===== src/hsvrgb_pkg.sv =====
// Package for the HSV to RGB converter: hue constants, the sector code type and
// the input clamp function. No dependencies.
package hsvrgb_pkg;

    localparam int HueFull = 360;
    localparam int HueSector = 60;
    localparam int ChannelMax = 255;
    localparam int InputOne = 256;
    // 92 full turns: moves every 16-bit signed hue into a non-negative range.
    localparam int HueBias = 33120;
    // floor(2^24 / 360); the quotient estimate is exact or one short.
    localparam int HueRecip = 46603;
    localparam int HueRecipShift = 24;

    typedef enum logic [2:0] {
        SECT_RED     = 3'd0,
        SECT_YELLOW  = 3'd1,
        SECT_GREEN   = 3'd2,
        SECT_CYAN    = 3'd3,
        SECT_BLUE    = 3'd4,
        SECT_MAGENTA = 3'd5
    } t_sector;

    function automatic logic [8:0] clamp_unit(input logic signed [10:0] x);
        logic [8:0] res;
        if (x < 11'sd0) begin
            res = 9'd0;
        end else if (x > 11'(InputOne)) begin
            res = 9'(InputOne);
        end else begin
            res = x[8:0];
        end
        return res;
    endfunction

endpackage


===== src/hsvrgb_fifo.sv =====
// Small register-based transaction queue with push/full and pop/empty sides.
// Generic; depends on nothing.
module hsvrgb_fifo #(
    parameter int WIDTH = 8,
    parameter int DEPTH = 4
) (
    input  logic             i_clk,
    input  logic             i_rst_n,
    input  logic             i_push,
    output logic             o_full,
    input  logic [WIDTH-1:0] i_data,
    input  logic             i_pop,
    output logic             o_empty,
    output logic [WIDTH-1:0] o_data
);

    localparam int PtrW = (DEPTH > 1) ? $clog2(DEPTH) : 1;
    localparam int CntW = $clog2(DEPTH + 1);

    logic [WIDTH-1:0] r_mem [DEPTH];
    logic [PtrW-1:0]  r_wptr, n_wptr;
    logic [PtrW-1:0]  r_rptr, n_rptr;
    logic [CntW-1:0]  r_count, n_count;
    logic             w_do_push;
    logic             w_do_pop;

    assign o_full    = (r_count == CntW'(DEPTH));
    assign o_empty   = (r_count == '0);
    assign w_do_push = i_push && !o_full;
    assign w_do_pop  = i_pop && !o_empty;
    assign o_data    = r_mem[r_rptr];

    always_comb begin
        n_wptr  = r_wptr;
        n_rptr  = r_rptr;
        n_count = r_count;
        if (w_do_push) begin
            n_wptr = (r_wptr == PtrW'(DEPTH - 1)) ? '0 : r_wptr + PtrW'(1);
        end
        if (w_do_pop) begin
            n_rptr = (r_rptr == PtrW'(DEPTH - 1)) ? '0 : r_rptr + PtrW'(1);
        end
        if (w_do_push && !w_do_pop) begin
            n_count = r_count + CntW'(1);
        end else if (!w_do_push && w_do_pop) begin
            n_count = r_count - CntW'(1);
        end
    end

    always_ff @(posedge i_clk) begin
        if (!i_rst_n) begin
            r_wptr  <= '0;
            r_rptr  <= '0;
            r_count <= '0;
        end else begin
            r_wptr  <= n_wptr;
            r_rptr  <= n_rptr;
            r_count <= n_count;
        end
    end

    always_ff @(posedge i_clk) begin
        if (w_do_push) begin
            r_mem[r_wptr] <= i_data;
        end
    end

`ifndef ASSERT_OFF
    a_count_bound: assert property (@(posedge i_clk) disable iff (!i_rst_n)
        r_count <= CntW'(DEPTH))
        else $error("Queue fill count exceeds its depth.");

    a_count_up: assert property (@(posedge i_clk) disable iff (!i_rst_n)
        (w_do_push && !w_do_pop) |=> (r_count == $past(r_count) + CntW'(1)))
        else $error("Queue fill count did not grow on a lone push.");
`endif

endmodule


===== src/hsvrgb_front.sv =====
// Front part of the HSV to RGB converter: accepts transactions, wraps the hue,
// clamps saturation and value, and finds sector and fraction. Uses hsvrgb_pkg.
module hsvrgb_front #(
    parameter int FRACTION_BITS = 8
) (
    input  logic                      i_clk,
    input  logic                      i_rst_n,
    input  logic                      i_push,
    output logic                      o_full,
    input  logic signed [15:0]        i_hue_degrees,
    input  logic signed [10:0]        i_saturation,
    input  logic signed [10:0]        i_brightness,
    output logic                      o_push,
    input  logic                      i_full,
    output hsvrgb_pkg::t_sector       o_sector,
    output logic [FRACTION_BITS-1:0]  o_frac,
    output logic [FRACTION_BITS:0]    o_sat,
    output logic [FRACTION_BITS:0]    o_val
);

    import hsvrgb_pkg::*;

    localparam int Fb = FRACTION_BITS;

    logic                 w_en;
    logic [16:0]          w_hue_biased;
    logic [31:0]          w_hue_prod;
    logic [8:0]           w_sat_c;
    logic [8:0]           w_val_c;
    logic [Fb+8:0]        w_sat_wide;
    logic [Fb+8:0]        w_val_wide;
    logic [16:0]          w_turns;
    logic [16:0]          w_rem;
    logic [8:0]           w_hue;
    t_sector              w_sec;
    logic [8:0]           w_base;
    logic [8:0]           w_offs;
    logic [Fb-1:0]        w_ftab [64];

    logic                 r_v1, r_v2, r_v3;
    logic [16:0]          r_x1;
    logic [7:0]           r_qe1;
    logic [Fb:0]          r_sat1, r_val1, r_sat2, r_val2, r_sat3, r_val3;
    logic [8:0]           r_hue2;
    t_sector              r_sec3;
    logic [Fb-1:0]        r_frac3;

    for (genvar gi = 0; gi < 64; gi++) begin : g_ftab
        localparam int unsigned FracVal =
            (gi < HueSector) ? (gi * (2 ** FRACTION_BITS)) / HueSector : 0;
        assign w_ftab[gi] = FracVal[Fb-1:0];
    end

    assign w_en   = !r_v3 || !i_full;
    assign o_full = !w_en;

    assign w_hue_biased = $unsigned(17'(i_hue_degrees)) + 17'(HueBias);
    assign w_hue_prod   = 32'(w_hue_biased) * 32'(HueRecip);
    assign w_sat_c      = clamp_unit(i_saturation);
    assign w_val_c      = clamp_unit(i_brightness);
    assign w_sat_wide   = {w_sat_c, {Fb{1'b0}}};
    assign w_val_wide   = {w_val_c, {Fb{1'b0}}};

    assign w_turns = 17'(r_qe1) * 17'(HueFull);
    assign w_rem   = r_x1 - w_turns;
    assign w_hue   = (w_rem >= 17'(HueFull)) ? 9'(w_rem - 17'(HueFull)) : w_rem[8:0];

    always_comb begin
        if (r_hue2 >= 9'(5 * HueSector)) begin
            w_sec  = SECT_MAGENTA;
            w_base = 9'(5 * HueSector);
        end else if (r_hue2 >= 9'(4 * HueSector)) begin
            w_sec  = SECT_BLUE;
            w_base = 9'(4 * HueSector);
        end else if (r_hue2 >= 9'(3 * HueSector)) begin
            w_sec  = SECT_CYAN;
            w_base = 9'(3 * HueSector);
        end else if (r_hue2 >= 9'(2 * HueSector)) begin
            w_sec  = SECT_GREEN;
            w_base = 9'(2 * HueSector);
        end else if (r_hue2 >= 9'(HueSector)) begin
            w_sec  = SECT_YELLOW;
            w_base = 9'(HueSector);
        end else begin
            w_sec  = SECT_RED;
            w_base = 9'd0;
        end
    end

    assign w_offs = r_hue2 - w_base;

    always_ff @(posedge i_clk) begin
        if (!i_rst_n) begin
            r_v1 <= 1'b0;
            r_v2 <= 1'b0;
            r_v3 <= 1'b0;
        end else if (w_en) begin
            r_v1 <= i_push;
            r_v2 <= r_v1;
            r_v3 <= r_v2;
        end
    end

    always_ff @(posedge i_clk) begin
        if (w_en) begin
            r_x1    <= w_hue_biased;
            r_qe1   <= w_hue_prod[HueRecipShift+7:HueRecipShift];
            r_sat1  <= w_sat_wide[Fb+8:8];
            r_val1  <= w_val_wide[Fb+8:8];
            r_hue2  <= w_hue;
            r_sat2  <= r_sat1;
            r_val2  <= r_val1;
            r_sec3  <= w_sec;
            r_frac3 <= w_ftab[w_offs[5:0]];
            r_sat3  <= r_sat2;
            r_val3  <= r_val2;
        end
    end

    assign o_push   = r_v3;
    assign o_sector = r_sec3;
    assign o_frac   = r_frac3;
    assign o_sat    = r_sat3;
    assign o_val    = r_val3;

`ifndef ASSERT_OFF
    a_hue_wrapped: assert property (@(posedge i_clk) disable iff (!i_rst_n)
        r_v2 |-> (r_hue2 < 9'(HueFull)))
        else $error("Wrapped hue is outside one full turn.");
`endif

endmodule


===== src/hsvrgb_back.sv =====
// Back part of the HSV to RGB converter: forms p, q and t, picks the channels by
// sector and scales them to 8 bits. Uses hsvrgb_pkg.
module hsvrgb_back #(
    parameter int FRACTION_BITS = 8
) (
    input  logic                      i_clk,
    input  logic                      i_rst_n,
    input  logic                      i_empty,
    output logic                      o_pop,
    input  hsvrgb_pkg::t_sector       i_sector,
    input  logic [FRACTION_BITS-1:0]  i_frac,
    input  logic [FRACTION_BITS:0]    i_sat,
    input  logic [FRACTION_BITS:0]    i_val,
    output logic                      o_empty,
    input  logic                      i_pop,
    output logic [7:0]                o_red,
    output logic [7:0]                o_green,
    output logic [7:0]                o_blue
);

    import hsvrgb_pkg::*;

    localparam int Fb = FRACTION_BITS;
    localparam int Pw = 2 * FRACTION_BITS + 2;
    localparam int Cw = FRACTION_BITS + 9;
    localparam logic [Fb:0] One = {1'b1, {Fb{1'b0}}};

    logic          w_en;
    logic [Pw-1:0] w_sf, w_sg;
    logic [Pw-1:0] w_p, w_q, w_t;
    logic [Fb:0]   w_r, w_g, w_b;
    logic [Cw-1:0] w_rc, w_gc, w_bc;

    logic          r_v1, r_v2, r_v3;
    t_sector       r_sec1, r_sec2;
    logic [Fb:0]   r_val1, r_ns1, r_nq1, r_nt1;
    logic [Fb:0]   r_val2, r_p2, r_q2, r_t2;
    logic [7:0]    r_red, r_green, r_blue;

    assign w_en    = !r_v3 || i_pop;
    assign o_pop   = w_en && !i_empty;
    assign o_empty = !r_v3;

    assign w_sf = Pw'(i_sat) * Pw'(i_frac);
    assign w_sg = Pw'(i_sat) * Pw'(One - (Fb+1)'(i_frac));

    assign w_p = Pw'(r_val1) * Pw'(r_ns1);
    assign w_q = Pw'(r_val1) * Pw'(r_nq1);
    assign w_t = Pw'(r_val1) * Pw'(r_nt1);

    always_comb begin
        unique case (r_sec2)
            SECT_YELLOW: begin
                w_r = r_q2;   w_g = r_val2; w_b = r_p2;
            end
            SECT_GREEN: begin
                w_r = r_p2;   w_g = r_val2; w_b = r_t2;
            end
            SECT_CYAN: begin
                w_r = r_p2;   w_g = r_q2;   w_b = r_val2;
            end
            SECT_BLUE: begin
                w_r = r_t2;   w_g = r_p2;   w_b = r_val2;
            end
            SECT_MAGENTA: begin
                w_r = r_val2; w_g = r_p2;   w_b = r_q2;
            end
            default: begin
                w_r = r_val2; w_g = r_t2;   w_b = r_p2;
            end
        endcase
    end

    assign w_rc = Cw'(w_r) * Cw'(ChannelMax);
    assign w_gc = Cw'(w_g) * Cw'(ChannelMax);
    assign w_bc = Cw'(w_b) * Cw'(ChannelMax);

    always_ff @(posedge i_clk) begin
        if (!i_rst_n) begin
            r_v1 <= 1'b0;
            r_v2 <= 1'b0;
            r_v3 <= 1'b0;
        end else if (w_en) begin
            r_v1 <= !i_empty;
            r_v2 <= r_v1;
            r_v3 <= r_v2;
        end
    end

    always_ff @(posedge i_clk) begin
        if (w_en) begin
            r_sec1  <= i_sector;
            r_val1  <= i_val;
            r_ns1   <= One - i_sat;
            r_nq1   <= One - w_sf[2*Fb:Fb];
            r_nt1   <= One - w_sg[2*Fb:Fb];
            r_sec2  <= r_sec1;
            r_val2  <= r_val1;
            r_p2    <= w_p[2*Fb:Fb];
            r_q2    <= w_q[2*Fb:Fb];
            r_t2    <= w_t[2*Fb:Fb];
            r_red   <= w_rc[Fb+7:Fb];
            r_green <= w_gc[Fb+7:Fb];
            r_blue  <= w_bc[Fb+7:Fb];
        end
    end

    assign o_red   = r_red;
    assign o_green = r_green;
    assign o_blue  = r_blue;

`ifndef ASSERT_OFF
    a_result_held: assert property (@(posedge i_clk) disable iff (!i_rst_n)
        (r_v3 && !i_pop) |=> (r_v3 && $stable(r_red) && $stable(r_green)
                              && $stable(r_blue)))
        else $error("Waiting result changed before it was taken.");
`endif

endmodule


===== src/hsv_to_rgb_converter_core.sv =====
// HSV to RGB converter, top level. Instantiates hsvrgb_front, hsvrgb_fifo and
// hsvrgb_back; uses hsvrgb_pkg.
//
// Converts one color per transaction: a signed hue in degrees (wrapped modulo
// 360) and saturation and value with 256 meaning 1.0 (clamped to 0..1.0) give
// 8-bit red, green and blue. One transaction is accepted every clock cycle while
// full is low, and one result can be taken every cycle while empty is low. On
// its way to the output ports a result passes seven register stages: three front
// stages (hue wrap by reciprocal multiply, remainder correction, sector and
// fraction lookup), the first of them loaded at the accepting edge, one in the
// queue, and three back stages set by the multiplier chain (s*f, then v*(1-x),
// then the scale by 255). When results are not popped the back stalls, the
// queue fills, and full rises once the front is also loaded.
module hsv_to_rgb_converter_core #(
    parameter int FRACTION_BITS = 8,
    parameter int QUEUE_DEPTH = 4
) (
    input  logic               i_clk,
    input  logic               i_rst_n,
    input  logic               push,
    output logic               full,
    input  logic signed [15:0] i_hue_degrees,
    input  logic signed [10:0] i_saturation,
    input  logic signed [10:0] i_brightness,
    output logic               empty,
    input  logic               pop,
    output logic [7:0]         o_red,
    output logic [7:0]         o_green,
    output logic [7:0]         o_blue
);

    import hsvrgb_pkg::*;

    localparam int Fb = FRACTION_BITS;
    localparam int Qw = 3 + Fb + 2 * (Fb + 1);

    logic          w_fq_push;
    logic          w_fq_full;
    logic          w_qb_pop;
    logic          w_qb_empty;
    t_sector       w_f_sec;
    logic [Fb-1:0] w_f_frac;
    logic [Fb:0]   w_f_sat;
    logic [Fb:0]   w_f_val;
    logic [Qw-1:0] w_q_in;
    logic [Qw-1:0] w_q_out;
    t_sector       w_b_sec;

    hsvrgb_front #(
        .FRACTION_BITS(FRACTION_BITS)
    ) u_front (
        .i_clk         (i_clk),
        .i_rst_n       (i_rst_n),
        .i_push        (push),
        .o_full        (full),
        .i_hue_degrees (i_hue_degrees),
        .i_saturation  (i_saturation),
        .i_brightness  (i_brightness),
        .o_push        (w_fq_push),
        .i_full        (w_fq_full),
        .o_sector      (w_f_sec),
        .o_frac        (w_f_frac),
        .o_sat         (w_f_sat),
        .o_val         (w_f_val)
    );

    assign w_q_in = {w_f_sec, w_f_frac, w_f_sat, w_f_val};

    hsvrgb_fifo #(
        .WIDTH(Qw),
        .DEPTH(QUEUE_DEPTH)
    ) u_queue (
        .i_clk   (i_clk),
        .i_rst_n (i_rst_n),
        .i_push  (w_fq_push),
        .o_full  (w_fq_full),
        .i_data  (w_q_in),
        .i_pop   (w_qb_pop),
        .o_empty (w_qb_empty),
        .o_data  (w_q_out)
    );

    assign w_b_sec = t_sector'(w_q_out[Qw-1:Qw-3]);

    hsvrgb_back #(
        .FRACTION_BITS(FRACTION_BITS)
    ) u_back (
        .i_clk    (i_clk),
        .i_rst_n  (i_rst_n),
        .i_empty  (w_qb_empty),
        .o_pop    (w_qb_pop),
        .i_sector (w_b_sec),
        .i_frac   (w_q_out[Qw-4:2*(Fb+1)]),
        .i_sat    (w_q_out[2*Fb+1:Fb+1]),
        .i_val    (w_q_out[Fb:0]),
        .o_empty  (empty),
        .i_pop    (pop),
        .o_red    (o_red),
        .o_green  (o_green),
        .o_blue   (o_blue)
    );

endmodule


===== config.mk =====
export PLATFORM = sky130hd
export DESIGN_NAME = hsv_to_rgb_converter_core
export DESIGN_NICKNAME = d
export VERILOG_FILES = /design/src/hsvrgb_pkg.sv /design/src/hsvrgb_fifo.sv /design/src/hsvrgb_front.sv /design/src/hsvrgb_back.sv /design/src/hsv_to_rgb_converter_core.sv
export SDC_FILE = /design/constraint.sdc
export NUM_CORES = 2
export LEC_CHECK = 0
export BUFFER_PORTS_ARGS = -buffer_cell sky130_fd_sc_hd__buf_2
export CORE_UTILIZATION = 59
export CTS_BUF_LIST = sky130_fd_sc_hd__clkbuf_8 sky130_fd_sc_hd__clkbuf_16
export CTS_CLUSTER_DIAMETER = 40
export DETAILED_ROUTE_END_ITERATION = 12
export MAX_ROUTING_LAYER = met4
export PLACE_DENSITY = 0.87
export SETUP_SLACK_MARGIN = 0.3
export SLEW_MARGIN = 40
export SYNTH_ARGS = -nofsm -noshare
export SYNTH_HDL_FRONTEND = slang
export SYNTH_SLANG_ARGS = --single-unit

===== constraint.sdc =====
create_clock -name i_clk -period 6.7 [get_ports i_clk]
set_input_delay 1.005 -clock i_clk [delete_from_list [all_inputs] [get_ports i_clk]]
set_output_delay 1.005 -clock i_clk [all_outputs]
set_load 0.005 [all_outputs]

# Word-level counts from Yosys, hierarchy flattened
# Memory sizes are Yosys's and may differ from the RTL's. A register that Yosys moved wholly into a read port is not among the register bits.
# Cells that the tools add are included.
# op_classes
add_sub_neg,12
multipliers,10
div_mod_pow,0
n_lt_le_gt_ge,10
eq_ne,8
shifts,0
n_mux,23
n_bitwise,1
n_reduce_logical,23
# ops
operator,n
9-bit one-hot mux with 3 select lines,3
9-bit by 9-bit multiplier with 17-bit output,3
"9-bit by 8-bit multiplier with 16-bit output, second input constant",3
"17-bit by 16-bit multiplier with 32-bit output, second input constant",1
6-bit two-way mux,5
9-bit two-way mux,3
"9-bit subtractor, first input constant",3
"11-bit by 10-bit > comparator with 1-bit output, second input constant",2
"11-bit by 1-bit less-than comparator with 1-bit output, second input constant",2
"9-bit by 8-bit greater-or-equal comparator with 1-bit output, second input constant",2
9-bit by 18-bit multiplier with 17-bit output,1
"17-bit by 16-bit adder with 17-bit output, second input constant",1
"17-bit by 9-bit greater-or-equal comparator with 1-bit output, second input constant",1
9-bit by 8-bit multiplier with 17-bit output,1
17-bit subtractor,1
"8-bit by 6-bit multiplier with 14-bit output, second input constant",1
2-bit OR reduction,7
3-bit two-way mux,4
"9-bit by 8-bit subtractor with 10-bit output, first input constant",1
"3-bit equality test, second input constant",3
"9-bit by 6-bit greater-or-equal comparator with 1-bit output, second input constant",1
"9-bit by 7-bit greater-or-equal comparator with 1-bit output, second input constant",1
"9-bit greater-or-equal comparator, second input constant",1
"9-bit subtractor, second input constant",1
other kinds (15),35
# word_totals
regBits,206
latch_bits,0
ram_bits,116
romBits,512
inputBits,42
output_inout_bits,26
elab_cells,124
n_memories,2
# mem_list
memory,depth,word_bits,rd,rd_ports_with_merged_regs,wr,line_no,source
(name not given),64,8,1,1,0,hsvrgb_front.sv:114,r_frac3 <= w_ftab[w_offs[5:0]];
u_queue.r_mem,4,29,1,1,1,hsvrgb_fifo.sv:20,logic [WIDTH-1:0] r_mem [DEPTH];

# Logic depth before layout (Yosys ltp)
# depth
ltp_word,8
depth_mapped,27
mapped_depth_nobuf,25

# By module
# A second synthesis with hierarchy kept.
# hier_totals
hier_cells,3396
hier_area_um2,35739.3
# by_module_without_submodules
mod,instances,cells_per_inst,area_each_um2,seq_area_each_um2
hsvrgb_back,1,2278,21312.9,3123.0
hsvrgb_front,1,916,9753.1,2972.9
hsvrgb_fifo,1,202,4673.2,3663.5

# Least setup slack after synthesis
# No wires, ideal clock.
# synth_path
kind,register -> register
startpoint,register with a tool-made name
endpoint,register u_back.r_nq1[8] (data pin)
setup_ps,268
arrival_time_ps,6708
required_time_ps,6432
setup_slack_ps,-276
path_stages_with_launch,25
path_buffers,3
synth_period_minus_slack_ps,6976
path_cell_list,dfxtp_1 buf_6 buf_1 mux4_2 clkbuf_1 nand2_1 fa_1 fa_1 inv_1 fa_1 inv_1 fa_1 inv_1 ha_1 nand2_1 or4b_2 o31ai_1 nand2_1 a211o_1 ha_1 o21ai_0 a31oi_4 and3_4 o311ai_1 nor4b_2
# synth_lines
item,line_no,source
to (signal assigned),hsvrgb_back.sv:95,r_nq1 <= One - w_sf[2*Fb:Fb];
to (decl),hsvrgb_back.sv:36,"logic [Fb:0] r_val1, r_ns1, r_nq1, r_nt1;"

==> flow_summary.yaml <==
die:
  dieArea_mm2: 0.0592
  core_mm2: 0.0576
  die_w_um: 243
  num_rows: 88
  io_pins: 68
  die_h_um: 243
  initial_core_util_pct: 59.7
yosys:
  yosysSeqAreaShare_pct: 27.7
  muxShareOfSynthArea_pct: 2.16
  synth_cells: 3258
  synth_compound_area_share_pct: 6.26
  yosys.area_share.simple_pct: 11.0
  syn-num-nets: 4154
  synthXorXnorAreaFrac_pct: 3.65
  synth_edf_count: 307
  synth_async_sr_flop_share_pct: 0
  synth-adder-area-share_pct: 40.4
  synth_top_family_by_area: "adder cells"
  synth.distinct_cells: 76
  synth_ff_type: "edfxtp_1"
  syn_area_mm2: 0.0344
  synth-seq-cells: 322
  yosys_warnings: 0
  avgSynthCellArea_um2: 10.5
worst_setup_path:
  cp_slowest_cell: "fa_1"
  crit_fanout: 5
  start_kind: "flip-flop"
  cpPeakStageDelay_ns: 0.57
  path_buf_inv: 9
  worstSetupPathType: "reg -> reg"
  worstPathArrival_ns: 7.13
  end_kind: "flip-flop"
  cp_top_family: "adder cells"
  required_ns: 7.10
sta:
  period_needed_ns: 6.73
  tightest_slew_ns: 0.982
  worst_slack_ns: -0.0285
  slew_headroom_pct: 34.5
  fin_crit_sh_pct: 100
  rsz0062_at_grt: "true"
  fmax_mhz: 149
  skew_ns: 0.0400
  finalHoldViolations: 0
  setup_viol: 1
  slew_violations: 0
detailed_routing:
  via_per_inst: 5.79
  drtAntennaViolNets: 0
  wl_per_cell_um: 19.6
  wirelength_um: 82700
  drt_iter0_drc: 1940
  remaining_drc_errors: 0
  dr_total_vias: 24444
  dr.pass1.iters: 6
final_layout:
  final_layout_size_suffix_gt1_share_pct: 12.2
  num-fill-cells: 3836
  fin_nets: 4308
  area_growth_pct: 12.5
  top_register: "u_queue.r_mem"
  reg_top3: "u_queue.r_mem (108), u_front.r_x1 (17)"
  largest_register_ffs: 108
  layout_commonest_cell: "inv_1"
  most-common-layout-cells: "inv_1, fa_1, ha_1, edfxtp_1, nand2_1"
clock_tree:
  cts.path.max_buffers: 3
  clk_root_buffer_cell: "clkbuf_16"
  clk_latency_ns: 0.61
  h-tree-depth: 2
  cts_tree: "yes"
  clk_pin_slew_ns: 0.07
  cts_sinks: 322
  cts_inserted_buffers: 49
placement:
  place_ws_ns: -0.0181
  portBuffers: 67
  dpl.hpwl_um: 58600
  gp_congestion: 0.986
global_routing:
  grt_pass1_vias: 25174
  grt_max_degree: 68
  grt_usage_pct: 27.3
  grt_pass1_wl_um: 125000
  antenna_found_initial: 2
  grt_overflow: 0
min_path:
  holdCritPathClass: "reg -> reg"
outcome:
  violations: "negative setup slack"
  status: "complete, but fails checks"
job:
  drv_cap: 0
through the flow:
step	util [%]	hold WS, ns	area (um^2)	TNS [ns]	std cells
after CTS	65.9	0.419	38000	0	4182
after global placement	62.5	0.401	36000	0	4075
after floorplan	-	0.400	34500	0	3258
after detailed placement	62.6	0.405	36000	-0.0181	4077
final	67.1	0.417	38700	-0.0285	4220
after global routing	67.1	0.424	38700	-0.989	4220
cell families (layout without fill, tap and decap cells):
family                   count (synthesis)  in the layout
flip-flops                             322            322
AO/OA/AOI/OAI                          320            320
multiplexers                            39             40
XOR/XNOR                               143            144
other                                    0              2
adder cells (fa/ha/maj)                855            855
buffers and inverters                  804            997
AND/OR/NAND/NOR                        775            775
area by class of cell:
type / count / area (um^2) / area share [%]
repair buffers: 190 / 1370 / 3.53
well taps: 765 / 957 / 2.48
flip-flops and latches: 322 / 9520 / 24.6
diodes: 2 / 5.00 / 0.0129
clock buffers: 50 / 1250 / 3.24
clock inverters: 42 / 479 / 1.24
multi-input cells: 2134 / 22400 / 57.9
inverters: 715 / 2700 / 6.97
synth_stat cells (all sizes together) (5+ instances only):
master | number | area share [%]
dfxtp | 15 | 0.87
a211oi | 17 | 0.37
nand4 | 5 | 0.091
or2 | 7 | 0.13
fa | 424 | 25
a22oi | 8 | 0.17
a21o | 16 | 0.35
mux4 | 28 | 1.8
nor2b | 19 | 0.35
o21a | 41 | 0.90
a21oi | 75 | 1.1
o21bai | 6 | 0.13
nor4 | 11 | 0.22
and2 | 166 | 3.0
xnor2 | 99 | 2.5
edfxtp | 307 | 27
a221oi | 20 | 0.51
nor2 | 115 | 1.3
buf | 11 | 0.15
inv | 714 | 7.8
and3 | 18 | 0.34
ha | 430 | 16
nor3 | 40 | 0.58
or3 | 15 | 0.27
a31oi | 15 | 0.32
xor2 | 44 | 1.1
a21boi | 5 | 0.11
nand3 | 36 | 0.52
o21ai | 62 | 0.91
nand2b | 15 | 0.27
clkbuf | 78 | 0.85
o211ai | 5 | 0.11
nor4bb | 7 | 0.20
o31ai | 9 | 0.20
mux2i | 10 | 0.29
nand2 | 306 | 3.4
routing by layer:
layer / share of wire, % / vias up / GRT usage [%]
li1: - / 10861 / -
met1: 37 / 11977 / 31.8
met2: 50 / 1221 / 47.0
met3: 7.3 / 385 / 4.12
met4: 5.5 / 0 / 11.8
met5: 0 / - / -
path summary, 6_finish.rpt:
path | startpoint | to | slack (ns) | depth (start not counted)
worst min-delay path | u_front.r_sat2[3] | u_front.o_sat[3] | 0.42 | 0
worst max-delay path | flip-flop | u_back.r_nq1[8] | -0.03 | 26
worst min register to register | u_front.r_sat2[3] | u_front.o_sat[3] | 0.42 | 0
worst max register to register | flip-flop | u_back.r_nq1[8] | -0.03 | 26
timing repair:
item | in CTS | in global routing
setup endpoints to repair | 5 | 11
hold buffers | 0 | 0
buffers inserted | 13 | 32
hold endpoints to repair | 0 | 0
pin swaps | 4 | 63
resized for setup | 15 | 76
cloned | 0 | 3
Power is not shown: default switching activity piles up to over one toggle a cycle in this logic, so the estimate is an artifact.
